[src/rtl/cspr_pkg.sv]
// Shared types and constants for the 2-D convolution engine.
package cspr_pkg;

  localparam int DATA_W    = 16;
  localparam int ACC_W     = 48;
  localparam int PROD_W    = 2 * DATA_W;
  localparam int MAX_SIDE  = 32;
  localparam int MAX_CIN   = 16;
  localparam int MAX_COUT  = 16;
  localparam int MAX_K     = 5;
  localparam int MAP_DEPTH = MAX_SIDE * MAX_SIDE * MAX_CIN;
  localparam int WGT_DEPTH = MAX_K * MAX_K * MAX_CIN * MAX_COUT;
  localparam int MAP_AW    = $clog2(MAP_DEPTH);
  localparam int WGT_AW    = $clog2(WGT_DEPTH);
  localparam int BIAS_AW   = $clog2(MAX_COUT);

  localparam logic [1:0] MODE_MAP  = 2'd0;
  localparam logic [1:0] MODE_WGT  = 2'd1;
  localparam logic [1:0] MODE_BIAS = 2'd2;
  localparam logic [1:0] MODE_RUN  = 2'd3;

  localparam logic [2:0] REG_HIN     = 3'd0;
  localparam logic [2:0] REG_WIN     = 3'd1;
  localparam logic [2:0] REG_CIN     = 3'd2;
  localparam logic [2:0] REG_COUT    = 3'd3;
  localparam logic [2:0] REG_KX      = 3'd4;
  localparam logic [2:0] REG_KY      = 3'd5;
  localparam logic [2:0] REG_STRIDES = 3'd6;
  localparam logic [2:0] REG_FLAGS   = 3'd7;

  typedef struct packed {
    logic [1:0]               mode;
    logic [13:0]              index;
    logic signed [DATA_W-1:0] value;
  } in_item_t;

  typedef struct packed {
    logic signed [47:0] out_value;
    logic [13:0]        out_index;
    logic               last;
    logic               geometry_error;
  } out_item_t;

  typedef enum logic [1:0] {
    OP_MAP,
    OP_WGT,
    OP_BIAS,
    OP_RUN
  } op_t;

  typedef struct packed {
    op_t                      op;
    logic [13:0]              addr;
    logic signed [DATA_W-1:0] data;
  } q_item_t;

  typedef struct packed {
    logic [5:0] hin;
    logic [5:0] win;
    logic [4:0] cin;
    logic [4:0] cout;
    logic [2:0] kx;
    logic [2:0] ky;
    logic [7:0] strides;
    logic [1:0] flags;
  } cfg_t;

  typedef enum logic [3:0] {
    ST_IDLE,
    ST_DIV,
    ST_SETUP,
    ST_IDX,
    ST_TAPA,
    ST_TAPB,
    ST_MAC,
    ST_DRAIN,
    ST_FIN
  } state_t;

endpackage

[src/rtl/cspr_front.sv]
// Front end: accepts beats, classifies them, drops out-of-range loads, queues the rest.
module cspr_front
  import cspr_pkg::*;
(
  input  logic     clk,
  input  logic     rst_n,
  input  logic     in_valid,
  output logic     in_stall,
  input  in_item_t in_data,
  output logic     q_valid,
  output q_item_t  q_item,
  input  logic     q_pop
);

  q_item_t    q_r [2];
  logic       wp_r, rp_r;
  logic [1:0] cnt_r;
  logic       keep, push;
  q_item_t    cls;

  always_comb begin
    cls.addr = in_data.index;
    cls.data = in_data.value;
    unique case (in_data.mode)
      MODE_MAP: begin
        cls.op = OP_MAP;
        keep   = 1'b1;
      end
      MODE_WGT: begin
        cls.op = OP_WGT;
        keep   = (32'(in_data.index) < WGT_DEPTH);
      end
      MODE_BIAS: begin
        cls.op = OP_BIAS;
        keep   = (32'(in_data.index) < MAX_COUT);
      end
      default: begin
        cls.op = OP_RUN;
        keep   = 1'b1;
      end
    endcase
  end

  assign in_stall = (cnt_r == 2'd2);
  assign push     = in_valid && !in_stall && keep;
  assign q_valid  = (cnt_r != 2'd0);
  assign q_item   = q_r[rp_r];

  always_ff @(posedge clk) begin
    if (!rst_n) begin
      wp_r  <= 1'b0;
      rp_r  <= 1'b0;
      cnt_r <= 2'd0;
    end else begin
      if (push) wp_r <= ~wp_r;
      if (q_pop) rp_r <= ~rp_r;
      cnt_r <= cnt_r + 2'(push) - 2'(q_pop);
    end
  end

  always_ff @(posedge clk) begin
    if (push) q_r[wp_r] <= cls;
  end

endmodule

[config.mk]
export PLATFORM = sky130hd
export DESIGN_NAME = cspr_front
export DESIGN_NICKNAME = d
export VERILOG_FILES = /design/src/rtl/cspr_pkg.sv /design/src/rtl/cspr_front.sv
export SDC_FILE = /design/constraint.sdc
export NUM_CORES = 1
export LEC_CHECK = 0
export BUFFER_PORTS_ARGS = -buffer_cell sky130_fd_sc_hd__buf_4
export CAP_MARGIN = 40
export CORE_UTILIZATION = 55
export CTS_CLUSTER_DIAMETER = 60
export DETAILED_ROUTE_END_ITERATION = 10
export PLACE_DENSITY = 0.91
export SETUP_SLACK_MARGIN = 0.4
export SLEW_MARGIN = 10
export SYNTH_ARGS = -nofsm -noshare
export SYNTH_HDL_FRONTEND = slang
export SYNTH_SLANG_ARGS = --single-unit
[constraint.sdc]
create_clock -name clk -period 5.1 [get_ports clk]
set_input_delay 0.255 -clock clk [delete_from_list [all_inputs] [get_ports clk]]
set_output_delay 0.255 -clock clk [all_outputs]
set_load 0.01 [all_outputs]
### Word-level counts from Yosys, hierarchy flattened

Memory sizes are Yosys's and may differ from the RTL's. A register that Yosys moved wholly into a read port is not among the register bits.
Cells that the tools add are included.

| storage, ports and cells | value |
|---|---|
| memories | 1 |
| register bits after elaboration | 4 |
| bits of input ports | 36 |
| logic and storage cells | 24 |
| output and inout bits | 34 |
| memory bits (writable) | 64 |

| operators by class | value |
|---|---|
| $add $sub $neg | 2 |
| reduce and logical (&&, ||, !) cells | 5 |
| muxes and demuxes | 6 |
| order comparisons | 2 |
| bitwise gates (word level) | 2 |
| eq/ne operators | 3 |

Memory list:

| memory | depth | width | read ports | clocked after Yosys merged registers in | write ports | line | text |
|---|---|---|---|---|---|---|---|
| q_r | 2 | 32 | 1 | 1 | 1 | cspr_front.sv:15 | `q_item_t q_r [2];` |

Operator list:

| cell | number |
|---|---|
| $lt 14x13->1 const B | 1 |
| $lt 14x5->1 const B | 1 |
| $pmux 2 s3 | 1 |
| $eq 2x2->1 const B | 2 |
| $mux 1 | 4 |
| $add 2x1->2 | 1 |
| $eq 2x1->1 const B | 1 |
| $logic_and 1x1->1 | 2 |
| $logic_not 2->1 | 1 |
| $not 1->1 | 2 |
| $pmux 1 s2 | 1 |
| $reduce_bool 2->1 | 1 |
| $sub 2x1->2 | 1 |
| $logic_not 1->1 | 1 |

### Logic depth before layout (Yosys ltp)

Gate-level depths: netlist of the first run.

| depth | value |
|---|---|
| depth after elaboration | 6 |
| gate-level depth with buffers | 12 |
| mapped depth without buffers | 12 |

### Least setup slack after synthesis of the first run

No wires, ideal clock.

| timing | value |
|---|---|
| path type | input port to flip-flop |
| start | input port in_data[31] in the netlist's numbering |
| end | memory q_r[0][0] in the netlist's numbering (enable) |
| arrival time | 1731 ps |
| path slack | 2977 ps |
| stages | 6 |
| library setup time | 392 ps |
| required time | 4708 ps |
| path buffers | 0 |
| cell sequence | inv_1 ha_1 a21boi_2 o21bai_2 o21bai_2 and3b_1 |

| between the ends | value |
|---|---|
| cells in the longest elaborated chain, start to end | 5 |
| elaborated cells between the ends (all ways) | 6 |
| classes of those cells | 2 x eq/ne; 3 x mux; 1 x reduce/logical |

Ends and longest elaborated chain:

| what | line | text |
|---|---|---|
| start, declared | cspr_front.sv:9 | `input in_item_t in_data,` |
| $eq 2x2->1 / $eq 2x1->1 (equally long branches) | cspr_front.sv:24 | `unique case (in_data.mode)` |
| $pmux 1 s2 (*) | cspr_front.sv:24 |  |
| $logic_and 1x1->1 (*) | cspr_front.sv:45 | `assign push = in_valid && !in_stall && keep;` |
| $mux 1 (*) | cspr_front.sv:62 | `if (push) q_r[wp_r] <= cls;` |
| $mux 1 (not written as such) (*) | cspr_front.sv:62 |  |
| end, declared | cspr_front.sv:15 |  |

Every way passes the cells marked *; elsewhere a longest branch is shown, timed or not.

### Worst setup path in the final report of the first run

| timing | value |
|---|---|
| start | input port in_data[31] in the netlist's numbering |
| end | memory q_r[0][30] in the netlist's numbering (enable) |

The elaborated chain is that of the path after synthesis.

==> impl_metrics.yaml, run 1 <==
outcome:
  result_of_the_run: "completed"
synthesis:
  synth_most_common_cell: "edfxtp_1"
  syn_nets: 185
  synth-warning-count: 0
  synth_fa_ha_area_frac: 0.0229
  synth.lib_cells_used.distinct: 27
  dominant_combinational_cell_family_by_area_after_synthesis: "multiplexers"
  post_synth_xor_area_fraction: 0.00962
  post_synth_and_or_nand_nor_area_fraction: 0.0545
  yosys_register_bits: 69
  synth_sequential_area_ratio: 0.740
  synth.cells.most_frequent: "64 x edfxtp_1, 30 x mux2_2, 5 x dfxtp_1, 5 x ha_1"
  muxShareOfSynthArea: 0.132
  top_cell_type_by_total_area_after_synthesis: "edfxtp_1"
  compound_cell_area_share_of_the_yosys_netlist: 0.0261
  synthesis.area_per_instance_sq_um: 19.0
  mappedNetlistArea_sq_mm: 0.00273
  dominantRegCellSynth: "edfxtp_1"
  number_of_enable_type_register_cells_in_the_synthesized_netlist: 64
  count_of_mapped_cells_out_of_synthesis: 144
  synthArstFlopShare: 0
  synth_area_leaders: "edfxtp_1 70%, mux2_2 12%, dfxtp_1 3.7%"
  synth_top_area_frac: 0.703
floorplanning:
  die_area_sq_mm: 0.00525
  die_width_um: 72.5
  ios: 70
  chipHeight_um: 72.5
  placeableCoreArea_sq_mm: 0.00475
  floorplan.rows: 25
  start_util: 0.575
sta:
  worst-slew-pin-transition_ns: 0.417
  setup-violations-final: 0
  slew_viol_final: 0
  worst_slew_margin_rel: 0.722
  number_of_hold_violations_in_the_final_report: 0
  fmax_mhz: 526
  fin_crit_share: 0.373
  post_route_setup_tns_ns: 0
  timing.final.crit_period_ns: 1.90
  rsz0062_at_grt: "false"
  timing.final.ws_setup_ns: 3.20
  finalClockSkew_ns: 0.00474
grt:
  globalRouteMet3Util: 0.0819
  global_route.usage.met2: 0.299
  grt_antenna_before_repair: 0
  globalRouteOverflowTotal: 0
  global_route_wire_length_before_repair_um: 6870
  grt_max_degree: 33
  first_global_vias: 1443
  grt_use_met1: 0.222
  globalRouteTotalUtil: 0.189
  grt_most_used_layer: "met2"
flow_run:
  max_cap_violations: 0
critical_path:
  ff2ff_path_depth: 4
  critical_path.startpoint_type: "input port"
  required_ns: 5.10
  critical_path_peak_fanout: 26
  worst-r2r-setup-slack_ns: 3.32
  crit_path_capture_type: "flop"
  worst_ep_arrival_time_ns: 1.90
  timing_worst_setup_path_type: "input port to flop"
cells_and_area:
  n_antenna_cell: 0
  filler_cells: 308
  final_net_count: 264
  finalCoreUtilization: 0.744
  proportion_of_layout_cells_with_a_drive_suffix_above_1: 0.553
  final_area_sq_mm: 0.00354
  syn_to_final_growth_pct: 29.4
pwr:
  post-layout-total-power_mw: 1.40
  total_leakage_power_nw: 1.36
  cellPowerDensity_mw_per_mm2: 396
  irDropWorstVdd_v: 0.000198
route:
  drt_drc_violations_left: 0
  detailedRoute.firstPassIterationCount: 4
  drt_iter0_markers: 86
  dr_total_vias: 1497
  ant_nets: 0
  vias_per_cell: 5.07
  routed_wl_um: 4640
  routedWlPerCell_um: 15.7
place:
  pre_cts_ws_ns: 2.87
  placed_area_sq_mm: 0.00333
  io_buffer_count: 69
  hpwl_um: 3200
  routability_driven_placement_congestion_ratio: 0.794
clocking:
  postCtsSetupBuffers: 0
  buffer_cell_driving_the_clock_tree_root: "clkbuf_8"
  postCtsResizedCells: 0
  cts-buffers-inserted: 9
  tritoncts: "yes"
  clock_tree.buffer_depth: 2
  cts_hold_repair.buffers: 0
  clkSinkCount: 69
  htree_num_levels: 3
  insertion_delay_ns: 0.33
  cts.clk_slew.worst_paths_ns: 0.06
min_path:
  hold-path-cell-count: 1
  worstHoldPathType: "input port to flop"
==> area by class of cell <==
cell class              instances  area [sq um]  area share
clock buffers                  10           128      0.0361
clock inverters                 6          77.6      0.0219
inverters                       4          15.0     0.00425
multi-input cells              67           669       0.189
flip-flops and latches         69          2020       0.572
well taps                      67          83.8      0.0237
repair buffers                 72           541       0.153
==> cells by family (layout without fill, tap and decap cells) <==
logic type,Yosys count,after routing
AO/OA/AOI/OAI,7,7
XOR/XNOR,3,3
adder cells (fa/ha/maj),5,5
buffers and inverters,8,92
flip-flops,69,69
multiplexers,32,32
AND/OR/NAND/NOR,20,20
==> per-layer routing <==
metal / share of wire / vias to the layer above
met4: 0.013 / 0
met1: 0.40 / 722
met5: 0 / -
li1: - / 707
met2: 0.53 / 62
met3: 0.057 / 6
==> path summary, 6_finish.rpt <==
path	startpoint	to
worst max-delay path	in_data[31]	q_r[0][30]
worst min-delay path	in_data[19]	q_r[1][19]
worst max register to register	cnt_r[0]	q_r[0][30]
worst min register to register	rp_r	flop
==> through the flow <==
step	std cells	hold WS (ns)
after detailed placement	279	0.442
final	295	0.106
after CTS	295	0.0828
after global routing	295	0.0747
after global placement	279	0.444
after floorplan	144	0.354
==> placed cells by master, fill, tap and decap left out, types with 2 or more instances in the layout <==
master,count
buf_4,72
edfxtp_1,64
mux2_2,30
clkbuf_8,9
ha_1,5
dfxtp_1,5
inv_1,4
and2_1,4
nand2_1,3
or2_2,3
and3b_1,3
o21bai_2,2
mux2_1,2
xnor2_1,2
clkinv_1,2
bufinv_16,2
clkinv_2,2
==> worst max-delay path, stage by stage <==
cell	delay (ns)
buf_4	0.12
inv_1	0.04
ha_1	0.20
a21boi_2	0.21
o21bai_2	0.11
o21bai_2	0.19
and3b_1	0.37
buf_4	0.40
==> flip-flops by register name, summed over array words and instances, names as in the netlist, named ones only <==
| signal | count |
|---|---|
| wp_r | 1 |
| q_r | 64 |
| rp_r | 1 |
| cnt_r | 2 |
==> report_power, final <==
| group | total (mW) | internal, mW | switching [mW] |
|---|---|---|---|
| Combinational | 0.245 | 0.128 | 0.116 |
| Sequential | 0.700 | 0.683 | 0.0169 |
| Clock | 0.455 | 0.270 | 0.184 |
Note: power is estimated with default switching activity, not from simulation.
==> run 2: changes to the inputs <==
Settings changed: ABC_AREA set to 1, CORE_UTILIZATION 55 to 47, PLACE_DENSITY 0.91 to 0.84.
Clock period 5.1 ns to 1.7 ns, I/O delays scaled along.
==> run 2 against run 1 <==
Clock skew up 0.0053 ns. First-iteration DRC count fell by 24%. Core utilization rose by 10 points. Highest routed layer unchanged. Sequential share of layout area is 15 points lower. Hold slack worse by 0.072 ns.
==> impl_metrics.yaml, run 2 <==
cells_and_area:
  layout.cells.non_filler: 377
  n_antenna_cell: 0
  max_ffs_per_register: 64
  syn_to_final_growth_pct: 70.2
  filler_cells: 255
  most_common_cell_after_layout_fill_and_taps_aside: "edfxtp_1"
  multi_input_comb_area_sq_um: 792
  layout.cells.most_common_list: "64 x edfxtp_1, 43 x buf_4, 42 x buf_6"
  proportion_of_layout_cells_with_a_drive_suffix_above_1: 0.564
  regs_by_ff_count: "q_r x64, cnt_r x2"
  register_area_sq_mm: 0.00203
  final_net_count: 341
  finalCoreUtilization: 0.847
  max_flop_register: "q_r"
sta:
  timing.final.crit_period_ns: 1.54
  finalHoldWorstSlack_ns: 0.0340
  slew_viol_final: 0
  number_of_hold_violations_in_the_final_report: 0
  worst-slew-pin-transition_ns: 0.220
  fin_crit_share: 0.904
  setup-violations-final: 0
  rsz0062_at_grt: "true"
  timing.final.ws_setup_ns: 0.164
  fmax_mhz: 651
  worst_slew_margin_rel: 0.853
  finalClockSkew_ns: 0.0101
synthesis:
  synth_most_common_cell: "edfxtp_1"
  compound_cell_area_share_of_the_yosys_netlist: 0.00713
  syn_nets: 200
  muxShareOfSynthArea: 0.168
  synth_fa_ha_area_frac: 0.0223
  synth-warning-count: 0
  synth.cells.most_frequent: "64 x edfxtp_1, 30 x mux2_4, 15 x inv_1, 14 x nand2_1, 10 x nor2_1"
  synth_top_area_frac: 0.684
  synthArstFlopShare: 0
  dominantRegCellSynth: "edfxtp_1"
  synth_sequential_area_ratio: 0.720
  top_cell_type_by_total_area_after_synthesis: "edfxtp_1"
  post_synth_and_or_nand_nor_area_fraction: 0.0428
  synth.lib_cells_used.distinct: 15
  synthesis.area_per_instance_sq_um: 17.7
  mappedNetlistArea_sq_mm: 0.00281
  synth_area_leaders: "edfxtp_1 68%, mux2_4 16%, dfxtp_1 3.6%"
  number_of_enable_type_register_cells_in_the_synthesized_netlist: 64
  dominant_combinational_cell_family_by_area_after_synthesis: "multiplexers"
  yosys_register_bits: 69
  post_synth_xor_area_fraction: 0.00312
  count_of_mapped_cells_out_of_synthesis: 159
route:
  ant_nets: 0
  routed_wl_um: 6530
  drt_drc_violations_left: 0
  drt_iter0_markers: 65
  vias_per_cell: 4.83
  routedWlPerCell_um: 17.3
  dr_total_vias: 1820
  detailedRoute.firstPassIterationCount: 4
critical_path:
  cp_top_family: "adder cells"
  critical_path_peak_fanout: 2
  worst_ep_arrival_time_ns: 1.80
  crit_path_max_incr_delay_ns: 0.33
  cp_num_buf_inv: 2
  crit_path_capture_type: "flop"
  cp_slowest_cell: "dfxtp_2"
  crit_chain: "inv_2 -> nor2_4 -> nor2_4 -> nand2_4 -> ha_4 -> inv_2 -> ha_4 -> xnor2_2 -> o21ai_1 -> a21oi_1"
  critical_path.startpoint_type: "flop"
  required_ns: 1.96
  timing_worst_setup_path_type: "flop to flop"
clocking:
  clock_tree.buffer_depth: 2
  cts-buffers-inserted: 9
  cts.clk_slew.worst_paths_ns: 0.08
  clkSinkCount: 69
  buffer_cell_driving_the_clock_tree_root: "clkbuf_8"
  tritoncts: "yes"
  insertion_delay_ns: 0.33
  htree_num_levels: 3
min_path:
  worstHoldPathType: "input port to flop"
pwr:
  cellPowerDensity_mw_per_mm2: 991
  total_leakage_power_nw: 1.97
  post-layout-total-power_mw: 4.73
  irDropWorstVdd_v: 0.000648
floorplanning:
  die_area_sq_mm: 0.00629
  ios: 70
  floorplan.rows: 27
  start_util: 0.498
  placeableCoreArea_sq_mm: 0.00564
  chipHeight_um: 79.3
  die_width_um: 79.3
place:
  routability_driven_placement_congestion_ratio: 0.730
  hpwl_um: 3190
  placedCellCount: 302
  pre_cts_ws_ns: -0.0928
  io_buffer_count: 69
grt:
  globalRouteOverflowTotal: 0
  globalRouteTotalUtil: 0.208
  global_route_wire_length_before_repair_um: 9130
  grt_max_degree: 17
  first_global_vias: 1915
  grt_antenna_before_repair: 0
flow_run:
  max_cap_violations: 0
outcome:
  result_of_the_run: "completed"
[run 2: changes by cell type in the layout (fill, tap and decap cells not counted), moves of 6 or more]
cell,delta
nand2_1,+10
nor2_1,+7
mux2_2,-30
dlygate4sd3_1,+31
buf_12,+8
buf_6,+42
buf_4,-29
buf_16,+6
inv_1,+6
mux2_4,+32
[run 2: cell families after synthesis]
logic type,count (synthesis)
compound gates,4
xor+xnor,1
fa+ha+maj,5
buf+inv,19
flops,69
mux,32
simple gates,29
[run 2: final timing paths]
check / start / to / slack [ns] / cells past startpoint
max: cnt_r[1] / cnt_r[1] / 0.16 / 10
min: q_pop / flop / 0.03 / 3
max reg2reg: cnt_r[1] / cnt_r[1] / 0.16 / 10
min reg2reg: rp_r / flop / 0.52 / 2
[run 2: what timing repair did]
item / CTS / global route
cloned: 7 / 4
gates resized for setup: 42 / 21
setup buffers: 13 / 4
hold buffers: 31 / 0
setup endpoints to repair: 98 / 99
pin swaps: 6 / 4
hold endpoints to repair: 62 / 0
[run 2: worst reg2reg max path, delay by kind of cell (launching register included)]
kind                     cells  cell delay [ns]
adder cells (fa/ha/maj)      2             0.42
XOR/XNOR                     1             0.16
flip-flops                   1             0.33
AND/OR/NAND/NOR              3             0.24
AO/OA/AOI/OAI                2             0.21
buffers and inverters        2             0.12
[run 2: cell type report]
type	instances	share of cell area
sequential	69	0.425
timing repair buffer	134	0.321
clock buffer	9	0.0259
multi-input combinational	71	0.166
tap	72	0.0189
clock inverter	7	0.0288
inverter	15	0.0152
[run 2: stage by stage]
stage,TNS (ns),area [sq um]
2_1_floorplan,0,2870
3_3_place_gp,0,3530
3_5_place_dp,-0.0928,3530
4_1_cts,0,4540
5_1_grt,0,4780
6_report,0,4780
[run 2: report_power, final]
group / internal (mW) / leakage, nW / switching (mW)
Combinational: 0.624 / 1.21 / 0.378
Sequential: 1.98 / 0.629 / 0.0458
Clock: 1.12 / 0.131 / 0.589
Total: 3.72 / 1.97 / 1.01
[run 2: metal layers]
layer / up-vias / track usage / share of wire
met5: - / 0 / 0
met4: 0 / 0.120 / 0.026
met3: 14 / 0.0414 / 0.026
met2: 57 / 0.385 / 0.56
met1: 891 / 0.216 / 0.39
li1: 858 / - / -
